$ cat src/rtl/core/assert_macros.svh
// Assertion macros used by the typematic repeat RTL.
// Needs signals named clock and reset in the module that uses them.
`ifndef ASSERT_MACROS_SVH
`define ASSERT_MACROS_SVH

// Check a property on every clock edge outside reset.
`define ASSERT_IMPL(label, prop, msg) \
   label: assert property (@(posedge clock) disable iff (reset) (prop)) \
      else $error(msg);

// Check that a condition never holds outside reset.
`define ASSERT_NEVER(label, expr, msg) \
   label: assert property (@(posedge clock) disable iff (reset) !(expr)) \
      else $error(msg);

`endif

$ cat src/rtl/core/krt_fifo.sv
// Small register queue used for commands and for result items.
// No dependencies; DEPTH must be a power of two.
`timescale 1ns / 1ps

module krt_fifo #(
   parameter int WIDTH = 8,
   parameter int DEPTH = 2
) (
   input  logic             clock,
   input  logic             reset,
   input  logic             push,
   input  logic [WIDTH-1:0] wdata,
   output logic             full,
   input  logic             pop,
   output logic [WIDTH-1:0] rdata,
   output logic             empty
);

   localparam int PW = $clog2(DEPTH);

   logic [WIDTH-1:0] slot_ff [DEPTH];
   logic [PW-1:0]    wr_ff, rd_ff;
   logic [PW:0]      count_ff;
   logic             do_push, do_pop;

   assign full    = (count_ff == (PW+1)'(DEPTH));
   assign empty   = (count_ff == '0);
   assign do_push = push && !full;
   assign do_pop  = pop && !empty;
   assign rdata   = slot_ff[rd_ff];

   // advance pointers and count
   always_ff @(posedge clock) begin
      if (reset) begin
         wr_ff    <= '0;
         rd_ff    <= '0;
         count_ff <= '0;
      end else begin
         if (do_push) wr_ff <= wr_ff + 1'b1;
         if (do_pop)  rd_ff <= rd_ff + 1'b1;
         count_ff <= count_ff + (PW+1)'(do_push) - (PW+1)'(do_pop);
      end
   end

   // hold item data
   always_ff @(posedge clock) begin
      if (do_push) begin
         slot_ff[wr_ff] <= wdata;
      end
   end

endmodule

$ cat config.mk
export PLATFORM = sky130hd
export DESIGN_NAME = krt_fifo
export DESIGN_NICKNAME = d
export VERILOG_FILES = /design/src/rtl/core/assert_macros.svh /design/src/rtl/core/krt_fifo.sv
export SDC_FILE = /design/constraint.sdc
export NUM_CORES = 1
export LEC_CHECK = 0
export CORE_MARGIN = 3
export CORE_UTILIZATION = 40
export CTS_CLUSTER_DIAMETER = 30
export DETAILED_ROUTE_END_ITERATION = 6
export DONT_BUFFER_PORTS = 1
export GPL_ROUTABILITY_DRIVEN = 0
export GPL_TIMING_DRIVEN = 0
export SLEW_MARGIN = 10
export SYNTH_ARGS = -nofsm -noshare
export SYNTH_HDL_FRONTEND = slang
export SYNTH_SLANG_ARGS = --single-unit
$ cat constraint.sdc
create_clock -name clock -period 1.35 [get_ports clock]
set_input_delay 0.27 -clock clock [delete_from_list [all_inputs] [get_ports clock]]
set_output_delay 0.27 -clock clock [all_outputs]
set_load 0.05 [all_outputs]
==> results.cfg, run 1 <==
[outcome]
status = complete, but fails checks
violations = negative setup slack

[placed_design]
pre_cts_slack_ps = -183
dp_cells = 77
hpwl_um = 748
port_buffers = 0

[power]
cellPowerDensity_nw_per_um2 = 2330
ir_worst_vdd_mv = 1.22
pwr-share-clk = 0.115
p_switching_mw = 1.01
p_sw_frac = 0.407
power.leakage_nw = 0.400
p_int_mw = 1.47
comb_power_share = 0.509
p_seq_frac = 0.376

[global_route]
grt_max_degree = 13
antenna_found_initial = 0
track_usage = 0.119
grt_pass1_vias = 475
grt_first_pass_wirelength_um = 2150
grt_overflow = 0

[yosys]
synth_top_area_share = 0.593
yosys.area.top_type = edfxtp_1
synth_seq_cells = 21
synth_cell_types = 21
netlist_area_sq_um = 811
seq_area_frac_synth = 0.716
synthTopCellsByArea = edfxtp_1 59%, dfxtp_1 12%, mux2_1 6.9%
syn_inst = 52
yosysWarnings = 0
synth_nets = 66
synth-edff-count = 16
ys.flop_type = edfxtp_1
syn_area_per_cell_sq_um = 15.6
async_reset_ff_frac = 0

[critical_path]
endpoint_kind = flip-flop
critPathKind = reg2reg
crit_arrival_ps = 1770
worstPathRequired_ps = 1570
startpoint_type = flip-flop
path_max_fanout = 4

[clock_network]
cts_buffer_depth = 2
clock_sinks = 21
path_clk_slew_ps = 110
htree_levels = 1
cts_tree = yes
clock_latency_ps = 290
cts-root-buf = clkbuf_4
cts_buffers = 3

[final_layout]
postLayoutCoreUtil = 0.586
antenna_cells = 0
area_growth_pct = 31.5
layout_common_cells = 16 x edfxtp_1, 8 x mux2_4, 3 x nor2_1, 3 x clkbuf_4, 3 x buf_4
final_cells = 86
final_common_cell = edfxtp_1
drive_gt1_frac = 0.557
nets = 76

[die]
rows = 15
die_area_sq_um = 2600
die-height_um = 51.0
initial_core_util = 0.445
io_pins = 22
die_x_um = 51.0
core_area_sq_um = 1820

[routing]
ant_nets = 0
wirelength_um = 1280
drt_first_pass_iters = 4
dr.first_iter.drc_count = 5
route.vias.total = 429
vias_per_cell = 4.99
route.detailed.drc = 0
wire_per_inst_um = 14.9

[timing]
fmax_ghz = 0.644
hold_slack_ps = 20.0
tightest_slew_ps = 322
finalSetupTns_ps = -1980
finalCritPeriodShare = 1.15
drv_slew = 0
fin_worst_skew_ps = 7.02
setup_viol = 18
min_period_ps = 1550
timing.final.ws_setup_ps = -202
rsz0062_at_grt = yes
relSlewSlack = 0.785
finalHoldViolations = 0

[job]
max_cap_violations = 0

[worst_hold_path]
hold_class = in2reg
per-layer routing:
layer / vias to the layer above / share of wire / global-route usage
met5: - / 0 / 0
met4: 0 / 0.023 / 0.0807
met3: 4 / 0.082 / 0.0466
met2: 14 / 0.50 / 0.182
met1: 209 / 0.39 / 0.135
li1: 202 / - / -
registers in the layout (all words and copies together) (netlist names), named ones only:
register and count:
wr_ff 1, count_ff 2, slot_ff 16, rd_ff 1
path summary, 6_finish.rpt:
check | startpoint | endpoint | slack, ps | cells past startpoint
setup reg to reg | count_ff[0] | count_ff[1] | -200 | 7
hold / removal | reset | flip-flop | 20 | 1
hold reg to reg | rd_ff | flip-flop | 530 | 2
setup / recovery | count_ff[0] | count_ff[1] | -200 | 7
through the flow:
stage,cell area (sq um),total power [mW]
finish,1070,2.48
global route,1070,2.62
CTS,1020,2.38
detailed placement,847,1.74
global placement,847,1.72
floorplan,816,1.66
kinds of logic after synthesis:
logic type	Yosys count	synth area share
flops	21	0.716
simple gates	11	0.0725
mux	8	0.111
buf+inv	5	0.0247
compound gates	3	0.0231
xor+xnor	2	0.0216
fa+ha+maj	2	0.0309
worst max-delay path: stages (launching register included):
cell and delay, ps:
dfxtp_4 380, o21a_4 230, ha_4 260, inv_2 40, ha_4 150, xor2_2 140, and2_1 150, nor3_1 130
power by group through the flow:
stage | Combinational, mW | Clock (mW) | Sequential [mW]
2_1_floorplan | 0.763 | 0 | 0.894
3_3_place_gp | 0.821 | 0 | 0.902
3_5_place_dp | 0.828 | 0 | 0.908
4_1_cts | 1.15 | 0.302 | 0.937
5_1_grt | 1.34 | 0.328 | 0.957
6_report | 1.26 | 0.286 | 0.933
synth_stat cells (all sizes together) (2+ instances only):
library cell,number
inv,4
ha,2
mux2,8
dfxtp,5
edfxtp,16
nor2,4
area by class of cell:
| cell class | count | area, sq um |
|---|---|---|
| clock inverters | 1 | 5.00 |
| flip-flops and latches | 21 | 589 |
| plain buffers | 1 | 15.0 |
| multi-input cells | 26 | 315 |
| repair buffers | 5 | 52.6 |
| fillers | 147 | 754 |
| clock buffers | 3 | 22.5 |
| well taps | 25 | 31.3 |
| inverters | 4 | 35.0 |
what timing repair did:
action                                  4_1_cts  5_1_grt
hold buffers                                  0        1
setup buffers                                 3        2
endpoints found under the setup margin       19       21
pin swaps                                     2        2
resized for setup                            33        7
hold endpoints to repair                      0        3
Power figures use the tool's default switching activity.
==> inputs of run 2 (changes only) <==
==> constraint.sdc (replaced) <==
create_clock -name clock -period 1.35 [get_ports clock]
set_input_delay 0.27 -clock clock [delete_from_list [all_inputs] [get_ports clock]]
set_output_delay 0.27 -clock clock [all_outputs]
set_load 0.02 [all_outputs]
==> results.cfg, run 2 (synthesis gave the netlist of run 1 again) <==
[die]
io_pins = 22
initial_core_util = 0.445
die_area_sq_um = 2600
die_x_um = 51.0
die-height_um = 51.0
core_area_sq_um = 1820
rows = 15

[clock_network]
clock_latency_ps = 300
cts_buffer_depth = 2
path_clk_slew_ps = 110
cts_buffers = 3
cts_tree = yes
htree_levels = 1
cts-root-buf = clkbuf_4
clock_sinks = 21
ctsHoldBuffers = 0

[global_route]
grt_overflow = 0
track_usage = 0.112
antenna_found_initial = 0
grt_max_degree = 13
grt_first_pass_wirelength_um = 2110
grt_pass1_vias = 451

[timing]
finalCritPeriodShare = 1.11
drv_slew = 0
finalHoldViolations = 0
min_period_ps = 1500
fmax_ghz = 0.668
hold_slack_ps = 11.3
setup_viol = 9
timing.final.ws_setup_ps = -147
fin_worst_skew_ps = 6.53
tightest_slew_ps = 381
rsz0062_at_grt = yes
relSlewSlack = 0.745

[critical_path]
path_max_fanout = 4
worstPathRequired_ps = 1570
critPathKind = reg2reg
startpoint_type = flip-flop
crit_arrival_ps = 1720
endpoint_kind = flip-flop

[routing]
wire_per_inst_um = 13.8
ant_nets = 0
drt_first_pass_iters = 2
route.detailed.drc = 0
route.vias.total = 405
dr.first_iter.drc_count = 2
vias_per_cell = 4.88
wirelength_um = 1150

[job]
max_cap_violations = 0

[final_layout]
top_register = slot_ff
reg.largest.list = slot_ff x16, count_ff x2
antenna_cells = 0
area_growth_pct = 21.1
postLayoutCoreUtil = 0.540
final_cells = 83
nets = 73
final_common_cell = edfxtp_1
drive_gt1_frac = 0.500
largest_reg_flops = 16
layout_common_cells = 16 x edfxtp_1, 8 x mux2_4, 4 x nor2_1

[power]
power.leakage_nw = 0.373
ir_worst_vdd_mv = 1.02
cellPowerDensity_nw_per_um2 = 2030

[placed_design]
hpwl_um = 789
dp_cells = 77
port_buffers = 0

[outcome]
status = complete, but fails checks
violations = negative setup slack

[worst_hold_path]
hold_class = in2reg
run 2: critical path, cell delays in order (launching register included):
cell,delay (ps)
dfxtp_4,370
o21a_4,220
ha_4,250
inv_2,30
ha_2,150
xor2_1,140
and2_1,150
nor3_1,110
run 2: power breakdown:
group          internal (mW)  total [mW]  switching (mW)
Clock                  0.110       0.295           0.185
Combinational          0.377       0.775           0.398
Sequential             0.854       0.924          0.0700
Total                   1.34        1.99           0.653
run 2: final timing paths:
path                                   from  cells past startpoint           to  slack (ps)
worst max-delay path            count_ff[0]                      7  count_ff[1]        -150
worst min-delay path                  reset                      1  count_ff[0]          10
worst max register to register  count_ff[0]                      7  count_ff[1]        -150
worst min register to register        wr_ff                      2        wr_ff         500
run 2: layout make-up:
| type | count | area, sq um |
|---|---|---|
| Fill cell | 152 | 838 |
| Sequential cell | 21 | 589 |
| Multi-Input combinational cell | 26 | 282 |
| Tap cell | 25 | 31.3 |
| Clock buffer | 3 | 22.5 |
| Inverter | 4 | 22.5 |
| Timing Repair Buffer | 2 | 15.0 |
| Buffer | 1 | 15.0 |
| Clock inverter | 1 | 5.00 |
run 2: per-stage QoR:
| stage | power [mW] | setup WS [ps] | setup TNS [ps] | area (sq um) |
|---|---|---|---|---|
| global placement | 1.45 | -152 | -456 | 845 |
| CTS | 1.90 | -155 | -733 | 931 |
| floorplan | 1.38 | -110 | -110 | 813 |
| global route | 2.13 | -220 | -1280 | 982 |
| finish | 1.99 | -147 | -526 | 982 |
| detailed placement | 1.46 | -161 | -466 | 845 |
run 2: metal layers:
metal / part of all wire / vias to the layer above / GRT usage
li1: - / 198 / -
met1: 0.40 / 191 / 0.143
met2: 0.50 / 14 / 0.161
met3: 0.091 / 2 / 0.0379
met4: 0.0070 / 0 / 0.0673
met5: 0 / - / 0
run 2: what timing repair did:
item	4_1_cts	5_1_grt
hold endpoints to repair	0	4
endpoints found under the setup margin	18	18
resized for setup	20	10
pin swaps	0	0
setup buffers	1	1
