<file path="src/rtl/core/assert_macros.svh">
// Assertion macros used by the typematic repeat RTL.
// Needs signals named clock and reset in the module that uses them.
`ifndef ASSERT_MACROS_SVH
`define ASSERT_MACROS_SVH

// Check a property on every clock edge outside reset.
`define ASSERT_IMPL(label, prop, msg) \
   label: assert property (@(posedge clock) disable iff (reset) (prop)) \
      else $error(msg);

// Check that a condition never holds outside reset.
`define ASSERT_NEVER(label, expr, msg) \
   label: assert property (@(posedge clock) disable iff (reset) !(expr)) \
      else $error(msg);

`endif

</file>
<file path="src/rtl/core/krt_pkg.sv">
// Shared types and constants of the typematic key repeat block.
// No dependencies; imported by the top level, the front and the back.
`timescale 1ns / 1ps

package krt_pkg;

   // input operation codes
   localparam logic [1:0] OP_KEY   = 2'd0;
   localparam logic [1:0] OP_CTRL  = 2'd1;
   localparam logic [1:0] OP_FRAME = 2'd2;

   // configuration register indexes
   localparam logic [1:0] REG_INITIAL_DELAY   = 2'd0;
   localparam logic [1:0] REG_REPEAT_INTERVAL = 2'd1;
   localparam logic [1:0] REG_DEAD_ZONE       = 2'd2;

   // register reset values
   localparam logic [7:0] RESET_INITIAL_DELAY   = 8'd20;
   localparam logic [7:0] RESET_REPEAT_INTERVAL = 8'd3;
   localparam logic [7:0] RESET_DEAD_ZONE       = 8'd15;

   // controller mapping
   localparam int NUM_PORTS    = 4;
   localparam int NUM_BITS     = 16;
   localparam int BUTTON_LEVEL = 64;
   localparam int STICK_CENTRE = 128;
   localparam int VIRTUAL_BASE = 128;

   // key table entry: press state over repeat countdown
   localparam int PRESS_W = 2;
   localparam int COUNT_W = 16;
   localparam int ENTRY_W = PRESS_W + COUNT_W;

   localparam logic [PRESS_W-1:0] PRESS_IDLE = 2'd0;
   localparam logic [PRESS_W-1:0] PRESS_HELD = 2'd1;
   localparam logic [PRESS_W-1:0] PRESS_SEEN = 2'd2;

   typedef enum logic [1:0] {
      CMD_KEY,
      CMD_CTRL,
      CMD_FRAME
   } cmd_kind_type;

   // work handed from the front to the back
   typedef struct packed {
      cmd_kind_type kind;
      logic [7:0]   code;     // key code, or first virtual code of a port
      logic [15:0]  mask;     // pressed controller bits
      logic [7:0]   elapsed;  // frames to age the table by
   } cmd_type;

   typedef struct packed {
      logic [7:0] code;
      logic       last;
   } rsp_type;

   typedef struct packed {
      logic clearing;
   } back_status_type;

endpackage

</file>
<file path="src/rtl/core/krt_front.sv">
// Front end: classifies an input item into a key, controller or frame command.
// Depends on krt_pkg.
`timescale 1ns / 1ps

module krt_front #(
   parameter int NUM_KEYS = 256
) (
   input  logic            [1:0]  op,
   input  logic            [7:0]  key_code,
   input  logic            [1:0]  port,
   input  logic            [15:0] buttons,
   input  logic            [7:0]  right_trigger,
   input  logic            [7:0]  left_trigger,
   input  logic            [7:0]  stick_x,
   input  logic            [7:0]  stick_y,
   input  logic            [7:0]  elapsed_frames,
   input  logic            [7:0]  dead_zone,
   output krt_pkg::cmd_type       cmd,
   output logic                   cmd_valid
);

   import krt_pkg::*;

   logic signed [9:0]  level [NUM_BITS];
   logic signed [9:0]  threshold;
   logic [NUM_BITS-1:0] pressed;
   logic               port_ok;

   assign threshold = $signed({2'b00, dead_zone});
   assign port_ok   = (int'(port) < NUM_PORTS);

   // controller levels: active-low buttons, triggers and stick halves
   always_comb begin
      for (int i = 0; i < NUM_BITS; i++) begin
         level[i] = buttons[i] ? 10'sd0 : 10'(BUTTON_LEVEL);
      end
      level[0]  = $signed({2'b00, right_trigger});
      level[11] = $signed({2'b00, left_trigger});
      level[12] = $signed(10'(STICK_CENTRE) - {2'b00, stick_y});
      level[13] = $signed({2'b00, stick_y} - 10'(STICK_CENTRE));
      level[14] = $signed(10'(STICK_CENTRE) - {2'b00, stick_x});
      level[15] = $signed({2'b00, stick_x} - 10'(STICK_CENTRE));
   end

   // drop bits below the dead zone or past the key table
   always_comb begin
      for (int i = 0; i < NUM_BITS; i++) begin
         pressed[i] = (level[i] > threshold) &&
                      ((VIRTUAL_BASE + int'(port) * NUM_BITS + i) < NUM_KEYS);
      end
   end

   // build the command; items with no work are dropped here
   always_comb begin
      cmd.kind    = CMD_KEY;
      cmd.code    = key_code;
      cmd.mask    = pressed;
      cmd.elapsed = elapsed_frames;
      cmd_valid   = 1'b0;
      case (op)
         OP_KEY: begin
            cmd_valid = (key_code != 8'd0) && (int'(key_code) < NUM_KEYS);
         end
         OP_CTRL: begin
            cmd.kind  = CMD_CTRL;
            cmd.code  = 8'(VIRTUAL_BASE + int'(port) * NUM_BITS);
            cmd_valid = port_ok && (pressed != '0);
         end
         OP_FRAME: begin
            cmd.kind  = CMD_FRAME;
            cmd_valid = 1'b1;
         end
         default: begin
            cmd_valid = 1'b0;
         end
      endcase
   end

endmodule

</file>
<file path="config.mk">
export PLATFORM = sky130hd
export DESIGN_NAME = krt_front
export DESIGN_NICKNAME = d
export VERILOG_FILES = /design/src/rtl/core/assert_macros.svh /design/src/rtl/core/krt_pkg.sv /design/src/rtl/core/krt_front.sv
export SDC_FILE = /design/constraint.sdc
export NUM_CORES = 1
export LEC_CHECK = 0
export ABC_AREA = 1
export BUFFER_PORTS_ARGS = -buffer_cell sky130_fd_sc_hd__buf_4
export CAP_MARGIN = 20
export CORE_UTILIZATION = 35
export DETAILED_ROUTE_END_ITERATION = 8
export PLACE_DENSITY = 0.75
export SYNTH_ARGS = -nofsm -noshare
export SYNTH_HDL_FRONTEND = slang
export SYNTH_SLANG_ARGS = --single-unit
</file>
<file path="constraint.sdc">
create_clock -name vclk -period 2.8
set_input_delay 0.14 -clock vclk [all_inputs]
set_output_delay 0.14 -clock vclk [all_outputs]
set_load 0.02 [all_outputs]
</file>
==> out/metrics.yaml, run 1 <==
status:
  status: "finished clean"
final_layout:
  layout.nets: 566
  num-clock-buffers: 0
  antenna_cells: 0
  regArea_um2: 0
  fin_area_um2: 2760
  synthToLayoutAreaGrowth_pct: 34.7
  design.seq.count: 0
  layout-drive-gt1-share_pct: 24.8
setup_path:
  path_delay_family: "simple AND/OR/NAND/NOR gates"
  cp_slowest_stage_delay_ns: 0.28
  path_buf_inv: 4
  crit_required_ns: 2.66
  critPathLaunchType: "primary input"
  critPathMostFrequentCell: "nand2_1"
  crit_arrival_ns: 2.33
  path_max_fanout: 3
  critical_path.slowest_cell: "ha_1"
  crit_type: "in -> out"
  path_cells: "buf_4, inv_1, ha_1, nand2_1, nor2_2, nand2_1, or2_1, nand2_1, inv_1, ha_1, a21o_1, a21oi_1, nand2_1, nand3_2, nand2_1, nor2_1, nand2_1, nand2_1, nand2_1, buf_4"
  cp-end-kind: "output port"
drt:
  vias_per_cell: 4.62
  ant_nets: 0
  routed_wl_mm: 5.37
  post_drt_wl_per_cell_um: 10.7
  drt_pass1_iterations: 5
  routed-via-count: 2312
  first_iter_violations: 50
  drcViolationCount: 0
place:
  portBuffers: 89
  gp_congestion: 0.789
  place_worst_setup_slack_ns: 0.267
  postPlaceCellArea_um2: 2760
  dp_hpwl_mm: 4.75
synthesis:
  yosysWarnings: 0
  synth.top_cell.area_share_pct: 36.7
  syn_nets: 482
  synth_area_leader_cell: "ha_1"
  yosys-top-cells-area: "ha_1 37%, nand2_1 16%, inv_1 10%, nor2_1 10%, a21oi_1 3.7%"
  ys_seq_area_share_pct: 0
  yosysMostFrequentCell: "nand2_1"
  synthTopCellsByCount: "88 x nand2_1, 60 x ha_1, 57 x inv_1"
  yosysUniqueCellTypes: 30
  avgSynthCellArea_um2: 5.92
  syn_inst: 346
  syn_area_um2: 2050
timing:
  period_share_pct: 88.3
  rsz0062_at_grt: "no"
  timing.final.hold_violations: 0
  setup_slack_ns: 0.326
  setup_viol_count_final: 0
  min_period_ns: 2.47
  fin_tns_setup_ns: 0
  maxSlewHeadroom_pct: 78.1
  final_max_slew_viol_count: 0
  fmax_ghz: 0.404
  worstMarginPinSlew_ns: 0.328
min_path:
  min-delay-path-class: "in -> out"
grt:
  grt_start_max_net_pins: 14
  antenna_found_initial: 0
  grt_overflow_total: 0
  grtUsageMet3_pct: 3.14
  use_met2_pct: 34.7
  grt_usage_pct: 17.8
  met1_usage_pct: 20.1
  grt_pass1_wl_mm: 9.30
  grt-busiest-layer: "met2"
  grt_pass1_vias: 2299
die:
  dieArea_um2: 6160
  start_util_pct: 36.7
  die-width_um: 78.5
  std_cell_rows: 27
  die_y_um: 78.5
  core_area_um2: 5570
  num_io_pins: 111
power:
  swShare_pct: 53.9
  p_sw_uw: 228
  cell_internal_pwr_uw: 194
  pwr_density_cell_nw_per_um2: 153
  vdd_drop_max_mv: 0.0789
  power_leakage_nw: 1.68
  clkPwrFrac_pct: 0
  p_comb_share_pct: 100.0
  sequentialPowerShare_pct: 0
job:
  cap_violations: 0
-- stage by stage --
stage / hold slack [ns] / util (%) / power, mW / instances
detailed placement: 0.280 / 49.5 / 0.423 / 500
global route: 0.280 / 49.5 / 0.481 / 500
finish: 0.280 / 49.5 / 0.422 / 500
CTS: 0.280 / 49.5 / 0.426 / 500
floorplan: 0.330 / - / 0.267 / 346
global placement: 0.280 / 49.5 / 0.410 / 500
-- cells in the final DEF, fill, tap and decap left out --
master / count
buf_4: 91
nand2_1: 88
ha_1: 60
inv_1: 57
nor2_1: 54
a21oi_1: 15
nand3_1: 13
inv_2: 8
xor2_1: 7
nand4_1: 5
o21a_1: 4
xnor2_1: 3
o21ai_0: 3
or2_1: 2
nor2_4: 2
o21bai_1: 2
nor2_2: 1
nor3_1: 1
a31oi_1: 1
and2_1: 1
nor3b_1: 1
o21ai_1: 1
clkinv_1: 1
a21o_1: 1
nand3_2: 1
nor4_1: 1
nand2_4: 1
mux2_2: 1
a21oi_2: 1
o41ai_1: 1
-- power groups by stage --
| stage | logic [mW] | clock network, mW | registers, mW |
|---|---|---|---|
| final | 0.422 | 0 | 0 |
| after global routing | 0.481 | 0 | 0 |
| after CTS | 0.426 | 0 | 0 |
| after detailed placement | 0.423 | 0 | 0 |
| after global placement | 0.410 | 0 | 0 |
| after floorplan | 0.267 | 0 | 0 |
-- per-layer routing --
metal	vias to the layer above	wire, um
li1	1256	-
met1	991	2350
met2	61	2660
met3	4	311
met4	0	48
met5	-	0
-- path summary, 6_finish.rpt --
path	from	end	slack [ns]	depth (start not counted)
min	elapsed_frames[5]	cmd[5]	0.28	0
max	stick_y[0]	cmd_valid	0.33	20
-- what timing repair did --
item	4_1_cts	5_1_grt
hold buffers	0	0
setup endpoints to repair	0	1
resized for setup	0	1
buffers inserted	0	0
-- area by class of cell --
class | instances | area [um^2]
fillers | 585 | 2820
inverters | 66 | 248
multi-input cells | 271 | 1740
well taps | 72 | 90.1
repair buffers | 91 | 683
-- kinds of logic (layout without fill, tap and decap cells) --
family,count (synthesis),in the layout,synth area share (%)
simple gates,171,171,34.9
buf+inv,75,157,15.3
fa+ha+maj,60,60,36.7
compound gates,29,29,8.37
xor+xnor,10,10,4.28
mux,1,1,0.550
Note: power is estimated with default switching activity, not from simulation.
==> run 2, diff against run 1 <==
--- a/config.mk
+++ b/config.mk
@@ -8,9 +8,10 @@
 export ABC_AREA = 1
 export BUFFER_PORTS_ARGS = -buffer_cell sky130_fd_sc_hd__buf_4
 export CAP_MARGIN = 20
+export CORE_MARGIN = 2
 export CORE_UTILIZATION = 35
 export DETAILED_ROUTE_END_ITERATION = 8
-export PLACE_DENSITY = 0.75
+export PLACE_DENSITY = 0.78
 export SYNTH_ARGS = -nofsm -noshare
 export SYNTH_HDL_FRONTEND = slang
 export SYNTH_SLANG_ARGS = --single-unit
==> constraint.sdc (replaced) <==
create_clock -name vclk -period 2.1
set_input_delay 0 -clock vclk [all_inputs]
set_output_delay 0 -clock vclk [all_outputs]
set_load 0.02 [all_outputs]
==> run 2 against run 1 <==
Against the previous run: final area increased by 7.2%; global-route usage decreased by 0.68 points; critical path depth fell by 2; via count up 4.0%; critical endpoint unchanged.
==> out/metrics.yaml, run 2 (synthesis results as in run 1) <==
place:
  gp_congestion: 0.848  # +7.5%
  dp_hpwl_mm: 4.90  # +3.1%
  place_worst_setup_slack_ns: -0.111  # -0.378 ns
  portBuffers: 89  # unchanged
power:
  power_leakage_nw: 1.74  # +3.3%
  p_sw_uw: 334  # +47%
  swShare_pct: 53.9  # about the same
  cell_internal_pwr_uw: 285  # +47%
  power_uw: 619  # +47%
  vdd_drop_max_mv: 0.135  # +71%
  p_comb_share_pct: 100.0  # about the same
  sequentialPowerShare_pct: 0  # unchanged
  pwr_density_cell_nw_per_um2: 209  # +37%
  clkPwrFrac_pct: 0  # unchanged
die:
  core_area_um2: 5570  # unchanged
  die_y_um: 80.5  # +2.5%
  std_cell_rows: 27  # unchanged
  die-width_um: 80.5  # +2.5%
  num_io_pins: 111  # unchanged
  start_util_pct: 36.7  # unchanged
  dieArea_um2: 6480  # +5.2%
setup_path:
  cp-end-kind: "output port"
  critPathLaunchType: "primary input"
  crit_arrival_ns: 2.07  # -0.26 ns
  startpoint: "stick_y[2]"
  crit_type: "in -> out"
  path_max_fanout: 3  # unchanged
  crit_required_ns: 2.10  # -0.56 ns
timing:
  fmax_ghz: 0.484
  period_share_pct: 98.5
  rsz0062_at_grt: "yes"
  final_max_slew_viol_count: 0  # unchanged
  maxSlewHeadroom_pct: 77.8  # -0.32 points
  min_period_ns: 2.07
  timing.final.hold_violations: 0  # unchanged
  setup_slack_ns: 0.0318  # -0.295 ns
  worstMarginPinSlew_ns: 0.333  # +0.00481 ns
  setup_viol_count_final: 0  # unchanged
final_layout:
  regArea_um2: 0  # unchanged
  synthToLayoutAreaGrowth_pct: 44.4
  layout.nets: 572  # +1.1%
  num-clock-buffers: 0  # unchanged
  layout-drive-gt1-share_pct: 31.3  # +6.6 points
  final_cell_mix: "93 x buf_4, 83 x nand2_1, 56 x ha_1, 52 x inv_1, 51 x nor2_1"
  fillers: 562  # -3.9%
  design.seq.count: 0  # unchanged
  antenna_cells: 0  # unchanged
  final_common_cell: "buf_4"
grt:
  grt_overflow_total: 0  # unchanged
  antenna_found_initial: 0  # unchanged
  grt_start_max_net_pins: 17  # +3
  grt_pass1_vias: 2249  # -2.2%
  grt_usage_pct: 17.1  # -0.68 points
  grt_pass1_wl_mm: 9.25  # -0.53%
status:
  status: "finished clean"
drt:
  routed_wl_mm: 5.96  # +11%
  ant_nets: 0  # unchanged
  drcViolationCount: 0  # unchanged
  drt_pass1_iterations: 4  # -1
  routed-via-count: 2405  # +4.0%
  vias_per_cell: 4.75  # +2.8%
  post_drt_wl_per_cell_um: 11.8  # +9.7%
  first_iter_violations: 52  # +4.0%
min_path:
  worstHoldStart: "elapsed_frames[1]"
  min-delay-path-class: "in -> out"
job:
  cap_violations: 0  # unchanged
==> run 2: changes by cell type in the layout (fill, tap and decap cells not counted), sizes merged <==
| cell | previous run | this run |
|---|---|---|
| buf | 91 | 97 |
==> run 2: layout make-up <==
| class | instances | area (um^2) | share of cell area (%) |
|---|---|---|---|
| Inverter | 66 | 258 | 8.71 |
| Tap cell | 72 | 90.1 | 3.05 |
| Multi-Input combinational cell | 271 | 1860 | 63.0 |
| Timing Repair Buffer | 97 | 747 | 25.3 |
==> run 2: critical path: stages <==
cell	delay, ns
buf_4	0.13
inv_4	0.06
nand3_2	0.08
nor3_2	0.22
nor3b_2	0.23
xor2_1	0.19
ha_1	0.28
nand3_1	0.09
inv_1	0.06
o21ai_1	0.08
nand2_1	0.08
nand3_2	0.07
nand2_2	0.05
nor2_2	0.13
nand2_1	0.07
nand2_1	0.05
nand2_1	0.05
buf_6	0.14
==> run 2: final timing paths <==
| kind | end | slack, ns | cells after the start |
|---|---|---|---|
| setup / recovery | cmd_valid | 0.03 | 18 |
| hold / removal | cmd[1] | 0.000007 | 0 |
==> run 2: repair_timing <==
| action | in CTS | in global routing |
|---|---|---|
| resized for setup | 7 | 34 |
| endpoints found under the setup margin | 1 | 2 |
| setup buffers | 0 | 2 |
| pin swaps | 3 | 25 |
| hold buffers | 0 | 0 |
==> run 2: power groups by stage <==
stage | Clock (mW) | Combinational, mW | Sequential (mW)
global route | 0 | 0.697 | 0
finish | 0 | 0.619 | 0
CTS | 0 | 0.579 | 0
floorplan | 0 | 0.356 | 0
global placement | 0 | 0.552 | 0
detailed placement | 0 | 0.570 | 0
==> run 2: layer usage <==
layer  up-vias  track usage [%]  wire, um
met5         -                0         0
li1       1260                -         -
met4         0             1.53        93
met1      1059             20.1      2430
met3        10             2.70       419
met2        76             33.3      3020
==> run 2: per-stage QoR <==
step / TNS, ns / utilization, % / cell area [um^2] / hold WS, ns / instances
2_1_floorplan: 0 / - / 2050 / 0.0503 / 346
3_3_place_gp: -0.0490 / 50.0 / 2790 / 0.000137 / 504
3_5_place_dp: -0.111 / 50.0 / 2790 / 0.000137 / 504
4_1_cts: 0 / 50.4 / 2810 / 0.000137 / 504
5_1_grt: -0.147 / 53.1 / 2960 / 0.0000476 / 506
6_report: 0 / 53.1 / 2960 / 0.00000696 / 506
