<file path="src/rtl/core/assert_macros.svh">
// Assertion macros used by the typematic repeat RTL.
// Needs signals named clock and reset in the module that uses them.
`ifndef ASSERT_MACROS_SVH
`define ASSERT_MACROS_SVH

// Check a property on every clock edge outside reset.
`define ASSERT_IMPL(label, prop, msg) \
   label: assert property (@(posedge clock) disable iff (reset) (prop)) \
      else $error(msg);

// Check that a condition never holds outside reset.
`define ASSERT_NEVER(label, expr, msg) \
   label: assert property (@(posedge clock) disable iff (reset) !(expr)) \
      else $error(msg);

`endif

</file>
<file path="src/rtl/core/krt_pkg.sv">
// Shared types and constants of the typematic key repeat block.
// No dependencies; imported by the top level, the front and the back.
`timescale 1ns / 1ps

package krt_pkg;

   // input operation codes
   localparam logic [1:0] OP_KEY   = 2'd0;
   localparam logic [1:0] OP_CTRL  = 2'd1;
   localparam logic [1:0] OP_FRAME = 2'd2;

   // configuration register indexes
   localparam logic [1:0] REG_INITIAL_DELAY   = 2'd0;
   localparam logic [1:0] REG_REPEAT_INTERVAL = 2'd1;
   localparam logic [1:0] REG_DEAD_ZONE       = 2'd2;

   // register reset values
   localparam logic [7:0] RESET_INITIAL_DELAY   = 8'd20;
   localparam logic [7:0] RESET_REPEAT_INTERVAL = 8'd3;
   localparam logic [7:0] RESET_DEAD_ZONE       = 8'd15;

   // controller mapping
   localparam int NUM_PORTS    = 4;
   localparam int NUM_BITS     = 16;
   localparam int BUTTON_LEVEL = 64;
   localparam int STICK_CENTRE = 128;
   localparam int VIRTUAL_BASE = 128;

   // key table entry: press state over repeat countdown
   localparam int PRESS_W = 2;
   localparam int COUNT_W = 16;
   localparam int ENTRY_W = PRESS_W + COUNT_W;

   localparam logic [PRESS_W-1:0] PRESS_IDLE = 2'd0;
   localparam logic [PRESS_W-1:0] PRESS_HELD = 2'd1;
   localparam logic [PRESS_W-1:0] PRESS_SEEN = 2'd2;

   typedef enum logic [1:0] {
      CMD_KEY,
      CMD_CTRL,
      CMD_FRAME
   } cmd_kind_type;

   // work handed from the front to the back
   typedef struct packed {
      cmd_kind_type kind;
      logic [7:0]   code;     // key code, or first virtual code of a port
      logic [15:0]  mask;     // pressed controller bits
      logic [7:0]   elapsed;  // frames to age the table by
   } cmd_type;

   typedef struct packed {
      logic [7:0] code;
      logic       last;
   } rsp_type;

   typedef struct packed {
      logic clearing;
   } back_status_type;

endpackage

</file>
<file path="src/rtl/core/krt_ram.sv">
// Generic single-write, single-read RAM with a registered read port.
// No dependencies.
`timescale 1ns / 1ps

module krt_ram #(
   parameter int WIDTH = 18,
   parameter int DEPTH = 256
) (
   input  logic                     clock,
   input  logic                     we,
   input  logic [$clog2(DEPTH)-1:0] waddr,
   input  logic [WIDTH-1:0]         wdata,
   input  logic [$clog2(DEPTH)-1:0] raddr,
   output logic [WIDTH-1:0]         rdata
);

   logic [WIDTH-1:0] mem [DEPTH];

   // write, then register the read word
   always_ff @(posedge clock) begin
      if (we) begin
         mem[waddr] <= wdata;
      end
      rdata <= mem[raddr];
   end

endmodule

</file>
<file path="src/rtl/core/krt_back.sv">
// Back end: sequencer over the key table RAM that runs one command at a time.
// Depends on krt_pkg, krt_ram and assert_macros.svh.
`timescale 1ns / 1ps
`include "assert_macros.svh"

module krt_back #(
   parameter int NUM_KEYS = 256
) (
   input  logic                     clock,
   input  logic                     reset,
   input  krt_pkg::cmd_type         cmd,
   input  logic                     cmd_valid,
   output logic                     cmd_pop,
   input  logic [7:0]               initial_delay,
   input  logic [7:0]               repeat_interval,
   input  logic                     out_full,
   output logic                     out_push,
   output krt_pkg::rsp_type         out_item,
   output krt_pkg::back_status_type status
);

   import krt_pkg::*;

   localparam int AW = $clog2(NUM_KEYS);

   typedef enum logic [2:0] {
      ST_CLEAR,
      ST_IDLE,
      ST_READ,
      ST_UPDATE,
      ST_FLUSH
   } state_type;

   state_type          state_ff, state_in;
   cmd_kind_type       kind_ff, kind_in;
   logic [AW-1:0]      addr_ff, addr_in;
   logic [7:0]         code_ff, code_in;
   logic [7:0]         base_ff, base_in;
   logic [15:0]        mask_ff, mask_in;
   logic [7:0]         elapsed_ff, elapsed_in;
   logic               pend_valid_ff, pend_valid_in;
   logic [7:0]         pend_code_ff, pend_code_in;

   logic               ram_we;
   logic [ENTRY_W-1:0] ram_wdata, ram_rdata;

   logic [PRESS_W-1:0]       prev;
   logic signed [COUNT_W-1:0] count;
   logic signed [COUNT_W:0]  count_up, count_down;
   logic               count_pos, emit;
   logic [3:0]         first_idx;

   function automatic logic [3:0] lowest_bit(input logic [15:0] m);
      logic [3:0] idx;
      idx = '0;
      for (int i = 15; i >= 0; i--) begin
         if (m[i]) idx = 4'(i);
      end
      return idx;
   endfunction

   function automatic logic [COUNT_W-1:0] sat16(input logic signed [COUNT_W:0] v);
      if (v > 17'sd32767) begin
         return 16'h7fff;
      end else if (v < -17'sd32768) begin
         return 16'h8000;
      end else begin
         return v[COUNT_W-1:0];
      end
   endfunction

   krt_ram #(
      .WIDTH (ENTRY_W),
      .DEPTH (NUM_KEYS)
   ) u_table (
      .clock (clock),
      .we    (ram_we),
      .waddr (addr_ff),
      .wdata (ram_wdata),
      .raddr (addr_ff),
      .rdata (ram_rdata)
   );

   // decode the entry read for the current key
   assign prev       = ram_rdata[ENTRY_W-1 -: PRESS_W];
   assign count      = $signed(ram_rdata[COUNT_W-1:0]);
   assign count_up   = {count[COUNT_W-1], count} + $signed({9'd0, repeat_interval});
   assign count_down = {count[COUNT_W-1], count} - $signed({9'd0, elapsed_ff});
   assign count_pos  = !count[COUNT_W-1] && (count != '0);
   assign emit       = (prev == PRESS_IDLE) || !count_pos;

   assign status.clearing = (state_ff == ST_CLEAR);

   // clear the table after reset; per command read an entry, update it, emit if due
   always_comb begin
      state_in      = state_ff;
      kind_in       = kind_ff;
      addr_in       = addr_ff;
      code_in       = code_ff;
      base_in       = base_ff;
      mask_in       = mask_ff;
      elapsed_in    = elapsed_ff;
      pend_valid_in = pend_valid_ff;
      pend_code_in  = pend_code_ff;
      ram_we        = 1'b0;
      ram_wdata     = ram_rdata;
      cmd_pop       = 1'b0;
      out_push      = 1'b0;
      out_item.code = pend_code_ff;
      out_item.last = 1'b0;
      first_idx     = '0;

      case (state_ff)
         ST_CLEAR: begin
            ram_we    = 1'b1;
            ram_wdata = '0;
            if (addr_ff == AW'(NUM_KEYS - 1)) begin
               addr_in  = '0;
               state_in = ST_IDLE;
            end else begin
               addr_in = addr_ff + 1'b1;
            end
         end

         ST_IDLE: begin
            if (cmd_valid) begin
               cmd_pop    = 1'b1;
               kind_in    = cmd.kind;
               elapsed_in = cmd.elapsed;
               base_in    = cmd.code;
               state_in   = ST_READ;
               case (cmd.kind)
                  CMD_KEY: begin
                     code_in = cmd.code;
                     mask_in = '0;
                     addr_in = AW'(cmd.code);
                  end
                  CMD_CTRL: begin
                     first_idx = lowest_bit(cmd.mask);
                     code_in   = cmd.code + {4'd0, first_idx};
                     mask_in   = cmd.mask & ~(16'd1 << first_idx);
                     addr_in   = AW'(code_in);
                  end
                  default: begin
                     mask_in = '0;
                     addr_in = '0;
                  end
               endcase
            end
         end

         ST_READ: begin
            state_in = ST_UPDATE;
         end

         ST_UPDATE: begin
            if (kind_ff == CMD_FRAME) begin
               // age the entry: held goes idle, seen goes held and counts down
               ram_we = 1'b1;
               case (prev)
                  PRESS_HELD: ram_wdata = {PRESS_IDLE, count};
                  PRESS_SEEN: ram_wdata = {PRESS_HELD,
                                           count_pos ? sat16(count_down) : count};
                  default:    ram_wdata = ram_rdata;
               endcase
               if (addr_ff == AW'(NUM_KEYS - 1)) begin
                  addr_in  = '0;
                  state_in = ST_IDLE;
               end else begin
                  addr_in  = addr_ff + 1'b1;
                  state_in = ST_READ;
               end
            end else if (!(emit && pend_valid_ff && out_full)) begin
               // mark seen, reload or extend the countdown on emission
               ram_we = 1'b1;
               if (!emit) begin
                  ram_wdata = {PRESS_SEEN, count};
               end else if (prev != PRESS_IDLE) begin
                  ram_wdata = {PRESS_SEEN, sat16(count_up)};
               end else begin
                  ram_wdata = {PRESS_SEEN, 8'd0, initial_delay};
               end
               if (emit) begin
                  out_push      = pend_valid_ff;
                  pend_valid_in = 1'b1;
                  pend_code_in  = code_ff;
               end
               if (mask_ff != '0) begin
                  first_idx = lowest_bit(mask_ff);
                  code_in   = base_ff + {4'd0, first_idx};
                  mask_in   = mask_ff & ~(16'd1 << first_idx);
                  addr_in   = AW'(code_in);
                  state_in  = ST_READ;
               end else begin
                  state_in = ST_FLUSH;
               end
            end
         end

         ST_FLUSH: begin
            // send the held item as the final one of this command
            if (!pend_valid_ff) begin
               state_in = ST_IDLE;
            end else if (!out_full) begin
               out_push      = 1'b1;
               out_item.last = 1'b1;
               pend_valid_in = 1'b0;
               state_in      = ST_IDLE;
            end
         end

         default: begin
            state_in = ST_IDLE;
         end
      endcase
   end

   // hold state and registered outputs
   always_ff @(posedge clock) begin
      if (reset) begin
         state_ff      <= ST_CLEAR;
         addr_ff       <= '0;
         pend_valid_ff <= 1'b0;
      end else begin
         state_ff      <= state_in;
         addr_ff       <= addr_in;
         pend_valid_ff <= pend_valid_in;
      end
      kind_ff      <= kind_in;
      code_ff      <= code_in;
      base_ff      <= base_in;
      mask_ff      <= mask_in;
      elapsed_ff   <= elapsed_in;
      pend_code_ff <= pend_code_in;
   end

   `ASSERT_NEVER(a_table_quiet_idle, (state_ff == ST_IDLE) && ram_we, "table written while idle")
   `ASSERT_IMPL(a_push_space, out_push |-> !out_full, "result pushed into a full queue")
   `ASSERT_IMPL(a_pop_idle, cmd_pop |-> ((state_ff == ST_IDLE) && cmd_valid), "command taken while busy")
   `ASSERT_IMPL(a_idle_flushed, (state_ff == ST_IDLE) |-> !pend_valid_ff, "result left behind at idle")

endmodule

</file>
<file path="config.mk">
export PLATFORM = sky130hd
export DESIGN_NAME = krt_back
export DESIGN_NICKNAME = d
export VERILOG_FILES = /design/src/rtl/core/krt_pkg.sv /design/src/rtl/core/krt_ram.sv /design/src/rtl/core/krt_back.sv
export VERILOG_INCLUDE_DIRS = /design/src /design/src/rtl/core
export SDC_FILE = /design/constraint.sdc
export NUM_CORES = 2
export LEC_CHECK = 0
export CAP_MARGIN = 20
export CELL_PAD_IN_SITES_DETAIL_PLACEMENT = 0
export CELL_PAD_IN_SITES_GLOBAL_PLACEMENT = 2
export CORE_MARGIN = 2
export CORE_UTILIZATION = 40
export CTS_CLUSTER_SIZE = 24
export DETAILED_ROUTE_END_ITERATION = 8
export DONT_BUFFER_PORTS = 1
export HOLD_SLACK_MARGIN = 0.15
export PLACE_DENSITY = 0.72
export SKIP_LAST_GASP = 1
export SYNTH_ARGS = -nofsm -noshare
export SYNTH_HDL_FRONTEND = slang
export SYNTH_MEMORY_MAX_BITS = 65536
export SYNTH_SLANG_ARGS = --single-unit
export TNS_END_PERCENT = 1
</file>
<file path="constraint.sdc">
create_clock -name clock -period 17.05 [get_ports clock]
set_input_delay 1.705 -clock clock [delete_from_list [all_inputs] [get_ports clock]]
set_output_delay 1.705 -clock clock [all_outputs]
set_load 0.005 [all_outputs]
</file>
==> qor.yml <==
run_status:
  outcome: "finished, final reports clean"
critical_path:
  crit_chain: "buf_4 > buf_12 > buf_4 > buf_4 > buf_12 > mux4_2 > a22oi_1 > a21oi_1 > nor3_2 > o22ai_1 > or3b_1"
  r2r_setup_slack_ns: 10.21
  slowest_stage: "nor3_2"
  slowest_delay_ns: 0.82
  required_ns: 17.93
  cp.arrival_ns: 7.73
  critPathLaunchType: "flip-flop"
  crit_buf_inv: 5
  critPathMaxFanout: 96
  endpoint_kind: "flip-flop"
  crit_family: "buffers and inverters"
  critPathMostFrequentCell: "buf_4"
  worstSetupPathType: "reg -> reg"
placement:
  dp_hpwl_um: 309000
  dpl.cell_count: 14000
  gp_congestion: 0.874
  port_buffers: 0
  place_area_mm2: 0.192
die:
  ioPinCount: 66
  initial_core_util_pct: 40.2
  core-area_mm2: 0.453
  fp.dieW_um: 679
  rows: 247
  die_area_mm2: 0.461
  die_height_um: 679
drt:
  wirelength_um: 525000
  firstDrtPassIters: 6
  drcViolationCount: 0
  wire_per_inst_um: 35.2
  viasPerCell: 6.10
  first_iter_violations: 12600
  routed-via-count: 90900
  antenna_left: 0
finish:
  fin_util_pct: 45.8
  fill_cells: 37000
  layout.nets: 8604
  final_cells: 14900
  register_area_mm2: 0.140
  multi_input_area_mm2: 0.0406
  drive_gt1_share_pct: 30.6
  synthToLayoutAreaGrowth_pct: 13.9
  fin_area_mm2: 0.207
synthesis:
  async_reset_ff_share_pct: 0
  synth_warnings: 0
  synth_top_family_by_area: "multiplexers"
  yosys.area_share.simple_pct: 1.94
  ys.flop_type: "edfxtp_1"
  synth_seq_cells: 4688
  syn_avg_cell_area_um2: 22.6
  syn_inst: 8067
  synth-adder-area-share_pct: 0.257
  synth_compound_area_share_pct: 2.35
  synthesis.nets: 8156
  synthesis.area_mm2: 0.182
  synth-seq-area-share_pct: 77.2
  synth.distinct_cells: 81
  synth-edff-count: 4658
  muxShareOfSynthArea_pct: 16.9
  synthXorXnorAreaFrac_pct: 0.164
global_routing:
  gr-total-overflow: 0
  antenna_found_initial: 27
  grt_max_degree: 186
  grtUsageTotal_pct: 22.4
  grt_pass1_wl_um: 726000
  grt_pass1_vias: 89500
sta:
  finalMaxSlewViolations: 0
  rsz0062_at_grt: "false"
  fin_crit_ns: 6.84
  fin_crit_sh_pct: 40.1
  fmax_ghz: 0.146
  maxSlewHeadroom_pct: 21.5
  fin_worst_skew_ns: 0.108
  timing_hold_violations_final: 0
  tightest_slew_ns: 1.15
  fin_setup_tns_ns: 0
  setup_viol: 0
clocking:
  numCtsBuffers: 463
  postCtsSetupRepairBufs: 0
  cts-root-buf: "clkbuf_16"
  clock_latency_ns: 1.03
  clk_pin_slew_ns: 0.06
  cts_tree: "done"
  cts_sinks: 4688
  cts_buffer_depth: 4
  cts_hold_buffers: 0
  cts_resized: 0
  htreeDepth: 5
worst_hold_path:
  hold_path_class: "reg -> reg"
power_and_ir_drop:
  p_leak_uw: 0.0621
  ir_drop_mv: 0.101
  power_density_mw_per_mm2: 115
run:
  drv_cap: 0
worst reg2reg max path, stage by stage, from the launching register on:
cell and delay [ns]:
dfxtp_4 0.60, buf_4 0.53, buf_12 0.58, buf_4 0.82
buf_4 0.69, buf_12 0.65, mux4_2 0.73, a22oi_1 0.23
a21oi_1 0.16, nor3_2 0.82, o22ai_1 0.41, or3b_1 0.53
layout make-up:
| type | instances | area share, % |
|---|---|---|
| antenna | 14 | 0.0169 |
| clock buffer | 579 | 5.86 |
| clock inverter | 282 | 1.37 |
| inverter | 34 | 0.0616 |
| multi-input combinational | 2903 | 19.6 |
| sequential | 4688 | 67.8 |
| tap | 5976 | 3.61 |
| timing repair buffer | 425 | 1.72 |
per-layer routing:
| layer | GRT usage [%] | up-vias | share of wire, % |
|---|---|---|---|
| li1 | - | 35500 | - |
| met1 | 31.2 | 49600 | 39 |
| met2 | 35.1 | 4862 | 47 |
| met3 | 4.96 | 873 | 10 |
| met4 | 7.76 | 8 | 3.9 |
| met5 | 0 | - | 0.010 |
synth_stat cells, drive strengths merged, types with 8 or more instances:
master  number  area (um^2)
edfxtp    4658       140000
mux4      1301        29300
nor2       349         1310
buf        242         1390
clkbuf     200          751
nand2      183          687
mux2i      138         1380
a22oi      110          826
a21oi      100          500
o22ai       75          469
o21ai       72          360
nand3       56          280
a22o        37          324
nor3        36          180
a221oi      35          307
inv         33          124
ha          31          388
dfxtp       30          601
a211oi      27          203
nor4        23          150
xnor2       23          201
nand2b      20          125
nand4       19          119
a31oi       18          113
o211ai      17          133
nor2b       16          100
o311ai      13          114
or4         13         97.6
a21o        12         90.1
and3        12         75.1
o31ai       11         82.6
xor2        11         96.3
or3          9         56.3
and2         8         50.1
stage by stage:
| stage | hold WS, ns | power, uW | worst slack [ns] |
|---|---|---|---|
| after floorplan | 0.400 | 13600 | 1.60 |
| after global placement | 0.401 | 14000 | 9.54 |
| after detailed placement | 0.405 | 14000 | 9.59 |
| after CTS | 0.419 | 24000 | 9.93 |
| after global routing | 0.428 | 24500 | 9.84 |
| final | 0.419 | 23900 | 10.21 |
report_power, final:
group | leakage (uW) | switching [uW] | total, uW | internal, uW
Combinational | 0.0124 | 737 | 1240 | 498
Clock | 0.00727 | 4390 | 10100 | 5720
Sequential | 0.0424 | 36.0 | 12500 | 12500
state kept, by name (all words and copies together) (netlist names):
signal	count
elapsed_ff	8
code_ff	8
base_ff	8
addr_ff	8
mask_ff	16
u_table.rdata	18
state_ff	3
pend_code_ff	8
pend_valid_ff	1
kind_ff	2
u_table.mem	4608
worst paths after layout:
kind                                start                        end  depth (start not counted)
setup / recovery  addr_ff[0]$_SDFFE_PP0P_   u_table.rdata[7]$_DFF_P_                         11
hold / removal       code_ff[4]$_DFFE_PP_  pend_code_ff[4]$_DFFE_PP_                          0
setup reg to reg  addr_ff[0]$_SDFFE_PP0P_   u_table.rdata[7]$_DFF_P_                         11
hold reg to reg      code_ff[4]$_DFFE_PP_  pend_code_ff[4]$_DFFE_PP_                          0
cells by family after synthesis:
family	after synthesis
AOI/OAI and AO/OA	610
xor gates and xnor gates	34
adders and majority gates	35
buffers and inverters	476
DFF	4688
muxes	1443
other	1
and+or+nand+nor	780
layout by cell type (no fill, tap or decap), types with 32 or more instances in the layout:
cell type,instances
edfxtp_1,4658
o21ai_0,65
clkinv_1,106
nor2_2,216
mux2i_1,136
clkbuf_1,107
inv_1,32
nor2_4,43
mux4_2,1301
a22o_1,36
nor2_1,90
o22ai_1,75
bufinv_16,44
nand3_1,39
a21oi_1,98
a221oi_1,35
a22oi_1,110
clkinv_2,82
nand2_1,181
clkbuf_16,466
buf_4,392
No activity file was read; power rests on OpenSTA's default activity.
